**config.mk**
```make
export PLATFORM = sky130hd
export DESIGN_NAME = miller_rabin_primality_test_unit
export DESIGN_NICKNAME = d
export VERILOG_FILES = /design/src/rtl/mrp_pkg.sv /design/src/rtl/mrp_mulmod.sv /design/src/rtl/miller_rabin_primality_test_unit.sv
export VERILOG_INCLUDE_DIRS = /design/src /design/src/rtl
export SDC_FILE = /design/constraint.sdc
export NUM_CORES = 2
export LEC_CHECK = 0
export BUFFER_PORTS_ARGS = -buffer_cell sky130_fd_sc_hd__buf_2
export CELL_PAD_IN_SITES_DETAIL_PLACEMENT = 0
export CELL_PAD_IN_SITES_GLOBAL_PLACEMENT = 1
export CORE_MARGIN = 1
export CORE_UTILIZATION = 50
export DETAILED_ROUTE_END_ITERATION = 16
export PLACE_DENSITY_LB_ADDON = 0.1
export SKIP_CTS_REPAIR_TIMING = 1
export SLEW_MARGIN = 40
export SYNTH_ARGS = -nofsm -noshare
export SYNTH_HDL_FRONTEND = slang
export SYNTH_SLANG_ARGS = --single-unit
export TNS_END_PERCENT = 1
```
**constraint.sdc**
```tcl
create_clock -name clk_i -period 15.08 [get_ports clk_i]
set_input_delay 1.508 -clock clk_i [delete_from_list [all_inputs] [get_ports clk_i]]
set_output_delay 1.508 -clock clk_i [all_outputs]
set_load 0.03 [all_outputs]
```
**src/rtl/miller_rabin_primality_test_unit_assert.svh**
```systemverilog
// Assertion macros shared by the primality test unit.
`ifndef MILLER_RABIN_PRIMALITY_TEST_UNIT_ASSERT_SVH
`define MILLER_RABIN_PRIMALITY_TEST_UNIT_ASSERT_SVH

// Same-cycle implication on clk_i, quiet during reset.
`define MRP_ASSERT_IMP(lbl, ante, cons, msg) \
  lbl: assert property (@(posedge clk_i) disable iff (!rst_ni) (ante) |-> (cons)) \
    else $error(msg);

// Next-cycle implication on clk_i, quiet during reset.
`define MRP_ASSERT_NXT(lbl, ante, cons, msg) \
  lbl: assert property (@(posedge clk_i) disable iff (!rst_ni) (ante) |=> (cons)) \
    else $error(msg);

`endif

```
**src/rtl/mrp_pkg.sv**
```systemverilog
// Types, constants and the base table of the primality test unit.
package mrp_pkg;

  localparam int unsigned NumBases = 13;
  localparam int unsigned BaseW    = 6;
  localparam int unsigned BaseIdxW = 4;

  // Request to the shared modular multiplier.
  typedef struct packed {
    logic start;
    logic square;
  } mul_req_t;

  function automatic logic [BaseW-1:0] base_value(input logic [BaseIdxW-1:0] idx);
    logic [BaseW-1:0] v;
    case (idx)
      4'd0:    v = 6'd2;
      4'd1:    v = 6'd3;
      4'd2:    v = 6'd5;
      4'd3:    v = 6'd7;
      4'd4:    v = 6'd11;
      4'd5:    v = 6'd13;
      4'd6:    v = 6'd17;
      4'd7:    v = 6'd19;
      4'd8:    v = 6'd23;
      4'd9:    v = 6'd29;
      4'd10:   v = 6'd31;
      4'd11:   v = 6'd37;
      4'd12:   v = 6'd41;
      default: v = 6'd0;
    endcase
    return v;
  endfunction

endpackage

```
**src/rtl/mrp_mulmod.sv**
```systemverilog
// Radix-2 shift-and-add modular multiplier, one modular addition per cycle.
module mrp_mulmod #(
  parameter int unsigned WIDTH = 64
) (
  input  logic                clk_i,
  input  logic                rst_ni,
  input  mrp_pkg::mul_req_t   req_i,
  input  logic [WIDTH-1:0]    a_i,
  input  logic [WIDTH-1:0]    b_i,
  input  logic [WIDTH-1:0]    n_i,
  output logic [WIDTH-1:0]    result_o,
  output logic                done_o
);

  localparam int unsigned CntW = (WIDTH > 1) ? $clog2(WIDTH) : 1;

  logic [WIDTH-1:0] a_q, b_q, n_q, r_q;
  logic [CntW-1:0]  cnt_q;
  logic             run_q, add_phase_q, done_q;

  logic [WIDTH-1:0] y;
  logic [WIDTH:0]   sum;
  logic [WIDTH+1:0] diff;
  logic [WIDTH-1:0] r_d;

  // Double in the first phase, add the multiplicand in the second.
  assign y    = add_phase_q ? a_q : r_q;
  assign sum  = {1'b0, r_q} + {1'b0, y};
  assign diff = {1'b0, sum} - {2'b00, n_q};
  assign r_d  = diff[WIDTH+1] ? sum[WIDTH-1:0] : diff[WIDTH-1:0];

  always_ff @(posedge clk_i or negedge rst_ni) begin
    if (!rst_ni) begin
      run_q       <= 1'b0;
      add_phase_q <= 1'b0;
      done_q      <= 1'b0;
      cnt_q       <= '0;
    end else begin
      done_q <= 1'b0;
      if (req_i.start) begin
        a_q         <= req_i.square ? b_i : a_i;
        b_q         <= b_i;
        n_q         <= n_i;
        r_q         <= '0;
        cnt_q       <= CntW'(WIDTH - 1);
        add_phase_q <= 1'b0;
        run_q       <= 1'b1;
      end else if (run_q) begin
        r_q <= r_d;
        if (!add_phase_q && b_q[WIDTH-1]) begin
          add_phase_q <= 1'b1;
        end else begin
          add_phase_q <= 1'b0;
          b_q         <= {b_q[WIDTH-2:0], 1'b0};
          if (cnt_q == '0) begin
            run_q  <= 1'b0;
            done_q <= 1'b1;
          end else begin
            cnt_q <= cnt_q - 1'b1;
          end
        end
      end
    end
  end

  assign result_o = r_q;
  assign done_o   = done_q;

endmodule

```
**src/rtl/miller_rabin_primality_test_unit.sv**
```systemverilog
// Top level of the deterministic Miller-Rabin primality test unit.
// Use: raise start with number_i while busy is low; that edge is the input
// transfer. busy rises on the next cycle and stays high until the answer has
// been given. The answer appears on prime_flag_o, marked by valid_o, which is
// high for exactly one cycle; the receiver cannot hold it off and must take
// it in that cycle. Only the low WIDTH bits of number_i are tested.
// Zero, one and even numbers are settled without the multiplier; otherwise
// the test runs up to thirteen bases, each a modular exponentiation and a
// squaring chain on one shared radix-2 modular multiplier; composites
// usually finish after the first base. One item at a time: the multiplier
// and the sequencer below set the rate.
// Reset clears the sequencer to idle with busy and valid_o low; any test in
// progress is dropped.
`include "miller_rabin_primality_test_unit_assert.svh"

module miller_rabin_primality_test_unit #(
  parameter int unsigned WIDTH = 64
) (
  input  logic        clk_i,
  input  logic        rst_ni,
  input  logic        start,
  input  logic [63:0] number_i,
  output logic        busy,
  output logic        valid_o,
  output logic        prime_flag_o
);

  localparam int unsigned SW = (WIDTH > 1) ? $clog2(WIDTH) : 1;

  typedef enum logic [3:0] {
    S_IDLE, S_TRIV, S_SPLIT, S_BASE, S_EXP, S_MACC, S_MSQ, S_WIT, S_WSQ, S_DONE
  } state_e;

  state_e                         state_q;
  logic [WIDTH-1:0]               n_q, d_q, e_q, acc_q, sq_q, x_q;
  logic [SW-1:0]                  s_q, k_q;
  logic [mrp_pkg::BaseIdxW-1:0]   idx_q;
  logic                           busy_q, valid_q, flag_q;
  mrp_pkg::mul_req_t              mul_req_q;
  logic [WIDTH-1:0]               mul_a_q, mul_b_q, mul_res;
  logic                           mul_done;
  logic [WIDTH-1:0]               base_w;

  assign base_w = {{(WIDTH-mrp_pkg::BaseW){1'b0}}, mrp_pkg::base_value(idx_q)};

  mrp_mulmod #(.WIDTH(WIDTH)) u_mul (
    .clk_i   (clk_i),
    .rst_ni  (rst_ni),
    .req_i   (mul_req_q),
    .a_i     (mul_a_q),
    .b_i     (mul_b_q),
    .n_i     (n_q),
    .result_o(mul_res),
    .done_o  (mul_done)
  );

  always_ff @(posedge clk_i or negedge rst_ni) begin
    if (!rst_ni) begin
      state_q   <= S_IDLE;
      busy_q    <= 1'b0;
      valid_q   <= 1'b0;
      flag_q    <= 1'b0;
      mul_req_q <= '0;
      idx_q     <= '0;
      s_q       <= '0;
      k_q       <= '0;
    end else begin
      valid_q         <= 1'b0;
      mul_req_q.start <= 1'b0;
      case (state_q)
        S_IDLE: begin
          if (start) begin
            n_q     <= number_i[WIDTH-1:0];
            busy_q  <= 1'b1;
            state_q <= S_TRIV;
          end
        end
        S_TRIV: begin
          // Settle zero, one and even numbers without the multiplier.
          if (n_q[WIDTH-1:1] == '0) begin
            flag_q  <= 1'b0;
            state_q <= S_DONE;
          end else if (!n_q[0]) begin
            flag_q  <= (n_q == WIDTH'(2));
            state_q <= S_DONE;
          end else begin
            d_q     <= n_q - 1'b1;
            s_q     <= '0;
            state_q <= S_SPLIT;
          end
        end
        S_SPLIT: begin
          // Strip one factor of two per cycle.
          if (!d_q[0]) begin
            d_q <= d_q >> 1;
            s_q <= s_q + 1'b1;
          end else begin
            idx_q   <= '0;
            state_q <= S_BASE;
          end
        end
        S_BASE: begin
          // A multiple of the base fails the witness chain, so no separate
          // divisibility check is needed.
          if (idx_q == mrp_pkg::BaseIdxW'(mrp_pkg::NumBases) || n_q == base_w) begin
            flag_q  <= 1'b1;
            state_q <= S_DONE;
          end else begin
            acc_q   <= WIDTH'(1);
            sq_q    <= base_w;
            e_q     <= d_q;
            state_q <= S_EXP;
          end
        end
        S_EXP: begin
          if (e_q == '0) begin
            x_q     <= acc_q;
            k_q     <= '0;
            state_q <= S_WIT;
          end else if (e_q[0]) begin
            mul_a_q   <= acc_q;
            mul_b_q   <= sq_q;
            mul_req_q <= '{start: 1'b1, square: 1'b0};
            state_q   <= S_MACC;
          end else begin
            mul_b_q   <= sq_q;
            mul_req_q <= '{start: 1'b1, square: 1'b1};
            state_q   <= S_MSQ;
          end
        end
        S_MACC: begin
          if (mul_done) begin
            acc_q     <= mul_res;
            mul_b_q   <= sq_q;
            mul_req_q <= '{start: 1'b1, square: 1'b1};
            state_q   <= S_MSQ;
          end
        end
        S_MSQ: begin
          if (mul_done) begin
            sq_q    <= mul_res;
            e_q     <= e_q >> 1;
            state_q <= S_EXP;
          end
        end
        S_WIT: begin
          // Pass on x=1 at start or on n-1 before k=s; fail at k=s or x=1.
          if ((k_q == '0 && x_q == WIDTH'(1)) ||
              (k_q != s_q && x_q == n_q - 1'b1)) begin
            idx_q   <= idx_q + 1'b1;
            state_q <= S_BASE;
          end else if (k_q == s_q || x_q == WIDTH'(1)) begin
            flag_q  <= 1'b0;
            state_q <= S_DONE;
          end else begin
            mul_b_q   <= x_q;
            mul_req_q <= '{start: 1'b1, square: 1'b1};
            state_q   <= S_WSQ;
          end
        end
        S_WSQ: begin
          if (mul_done) begin
            x_q     <= mul_res;
            k_q     <= k_q + 1'b1;
            state_q <= S_WIT;
          end
        end
        S_DONE: begin
          valid_q <= 1'b1;
          busy_q  <= 1'b0;
          state_q <= S_IDLE;
        end
        default: begin
          busy_q  <= 1'b0;
          state_q <= S_IDLE;
        end
      endcase
    end
  end

  assign busy         = busy_q;
  assign valid_o      = valid_q;
  assign prime_flag_o = flag_q;

  `MRP_ASSERT_NXT(a_start_busy, start && !busy, busy, "accepted transfer did not raise busy")
  `MRP_ASSERT_IMP(a_valid_idle, valid_o, !busy && state_q == S_IDLE, "result while busy")
  `MRP_ASSERT_NXT(a_valid_pulse, valid_o, !valid_o, "result held longer than one cycle")
  `MRP_ASSERT_IMP(a_mul_wait, mul_done, state_q == S_MACC || state_q == S_MSQ ||
                  state_q == S_WSQ, "multiplier finished while nobody waited")

endmodule
```
==> flow_summary.json <==
{
  "hp-class": "reg2reg",
  "grt_usage": 0.314,
  "die_x_um": 301,
  "port_buffers": 69,
  "gp_congestion": 0.979,
  "wl_mm": 143,
  "crit_arrival_ns": 8.95,
  "synth_area_leaders": "edfxtp_1 (52%), mux2_2 (6.5%), nand2_1 (5.4%)",
  "grt_pass1_wl_mm": 210,
  "violations": "design-rule violations",
  "ys_ff_latch": 802,
  "synth_warnings": 0,
  "root_buffer": "clkbuf_16",
  "initial_core_util": 0.506,
  "syn_inst": 4035,
  "n_antenna_cell": 0,
  "whs_ns": 0.428,
  "grt_pass1_vias": 31100,
  "layout_min_cycle_time_ns": 8.46,
  "fin_crit_sh": 0.561,
  "syn-cell-area_um2": 44800,
  "clk_path_buf_depth": 3,
  "synthDistinctLibCells": 96,
  "dr.first_iter.drc_count": 3855,
  "yosysTopAreaCell": "edfxtp_1",
  "clkTransAtPathRegs_ns": 0.06,
  "drc": 2,
  "use_met3": 0.0537,
  "max_freq_mhz": 118,
  "vias": 32900,
  "fin_util": 0.555,
  "cp_common_cell": "nand4_1",
  "cap_violations": 0,
  "worstPathMaxFanout": 47,
  "firstDrtPassIters": 12,
  "crit_type": "reg2reg",
  "drive_gt1_frac": 0.144,
  "grt_antenna_before_repair": 2,
  "grt_max_degree": 104,
  "insertion_delay_ns": 0.67,
  "finClkSkew_ns": 0.0263,
  "via_per_inst": 6.25,
  "rsz0062_at_grt": "no",
  "slew_headroom": 0.418,
  "slew_violations": 0,
  "synthesis.area_per_instance_um2": 11.1,
  "cts_sinks": 802,
  "synth-main-ff-cell": "edfxtp_1",
  "required_ns": 15.57,
  "io_pins": 70,
  "setup_slack_ns": 6.62,
  "ant_nets": 0,
  "dieArea_um2": 90700,
  "htreeDepth": 3,
  "grt-busiest-layer": "met2",
  "grt_overflow": 0,
  "cp_slowest_stage_delay_ns": 0.70,
  "finalNetCount": 4238,
  "core-area_um2": 88500,
  "async_reset_ff_frac": 0.0424,
  "worstMarginPinSlew_ns": 0.865,
  "area_delta_synth_final_pct": 9.68,
  "outcome": "finished with violations",
  "dp_hpwl_mm": 99.2,
  "synth.net_count": 4244,
  "grt_use_met1": 0.469,
  "rows": 109,
  "wl_per_cell_um": 27.2,
  "synth_edf_count": 768,
  "tns_ns": 0,
  "start_kind": "register",
  "met2_usage": 0.469,
  "cpMaxStageDelayCell": "dfrtp_4",
  "chipHeight_um": 301,
  "dp_slack_ns": 6.40,
  "yosys.area.top_type_share": 0.515,
  "cts_tree": "yes",
  "ys_seq_area_frac": 0.534,
  "cts_buffers": 88,
  "end_kind": "register",
  "hold_viol": 0,
  "finalSetupViolCount": 0
}
synthesized netlist by cell type (all sizes together), types with 62 or more instances:
library cell	n
xor2	87
and3	143
o21ai	156
nor2	201
nor4	82
clkbuf	190
nor3	62
edfxtp	768
nand2	649
a21oi	199
mux2	262
xnor2	148
a21o	77
ha	140
inv	122
nand4	62
nand3	63
per-layer routing:
metal,vias up,part of all wire
met3,203,0.084
met1,16300,0.45
met5,-,0
met2,1391,0.44
li1,15000,-
met4,0,0.028
logic make-up after synthesis:
| group | synth area share |
|---|---|
| AND/OR/NAND/NOR | 0.167 |
| XOR/XNOR | 0.0556 |
| multiplexers | 0.0682 |
| flip-flops | 0.534 |
| AO/OA/AOI/OAI | 0.105 |
| buffers and inverters | 0.0294 |
| adder cells (fa/ha/maj) | 0.0400 |
registers in the layout, summed over array words and instances (netlist names), 2 cells and up:
signal          count
e_q                64
state_q             4
u_mul.n_q          64
idx_q               4
n_q                64
mul_req_q           2
k_q                 6
mul_b_q            64
sq_q               64
u_mul.a_q          64
u_mul.cnt_q         6
d_q                64
acc_q              64
s_q                 6
x_q                64
mul_a_q            64
u_mul.b_q          64
u_mul.result_o     64
final cells by class:
cell class / instances / area [um2]
sequential: 802 / 23900
tap: 1165 / 1460
timing repair buffer: 124 / 816
fill: 7581 / 39400
multi-input combinational: 2890 / 19700
clock buffer: 107 / 2360
clock inverter: 47 / 373
inverter: 123 / 462
per-stage QoR:
stage,std cells,instance area (um2)
after floorplan,4035,44800
final,5258,49100
after detailed placement,5104,46300
after CTS,5258,49100
after global placement,5103,46300
after global routing,5258,49100
layout by cell type, fill, tap and decap left out, drive strengths merged, types with 62 or more instances in the layout:
master / synthesis / layout
clkbuf: 190 / 107
mux2: 262 / 262
xor2: 87 / 87
buf: 30 / 124
and3: 143 / 143
xnor2: 148 / 148
nand3: 63 / 63
nor2: 201 / 201
nor3: 62 / 62
o21ai: 156 / 156
a21oi: 199 / 199
a21o: 77 / 77
nand2: 649 / 649
inv: 122 / 125
ha: 140 / 140
nor4: 82 / 82
edfxtp: 768 / 768
nand4: 62 / 62
worst paths after layout:
path                       slack, ns  depth (start not counted)              start                  to
hold reg to reg                 0.43                          0           acc_q[0]          mul_a_q[0]
setup / recovery                6.62                         26  u_mul.add_phase_q  u_mul.result_o[56]
max in group asynchronous      13.37                          2             rst_ni         u_mul.run_q
setup reg to reg                6.62                         26  u_mul.add_phase_q  u_mul.result_o[56]
min in group asynchronous       0.83                          1             rst_ni            idx_q[2]
hold / removal                  0.43                          0           acc_q[0]          mul_a_q[0]
critical path: cells and delay by family (launching register included):
family	cells	cell delay, ns
AOI/OAI and AO/OA	9	2.33
xor gates and xnor gates	1	0.19
adders and majority gates	3	1.09
buffers and inverters	2	0.81
DFF	1	0.70
muxes	1	0.39
and+or+nand+nor	10	2.67
Power is not shown: default switching activity piles up to over one toggle a cycle in this logic, so the estimate is an artifact.
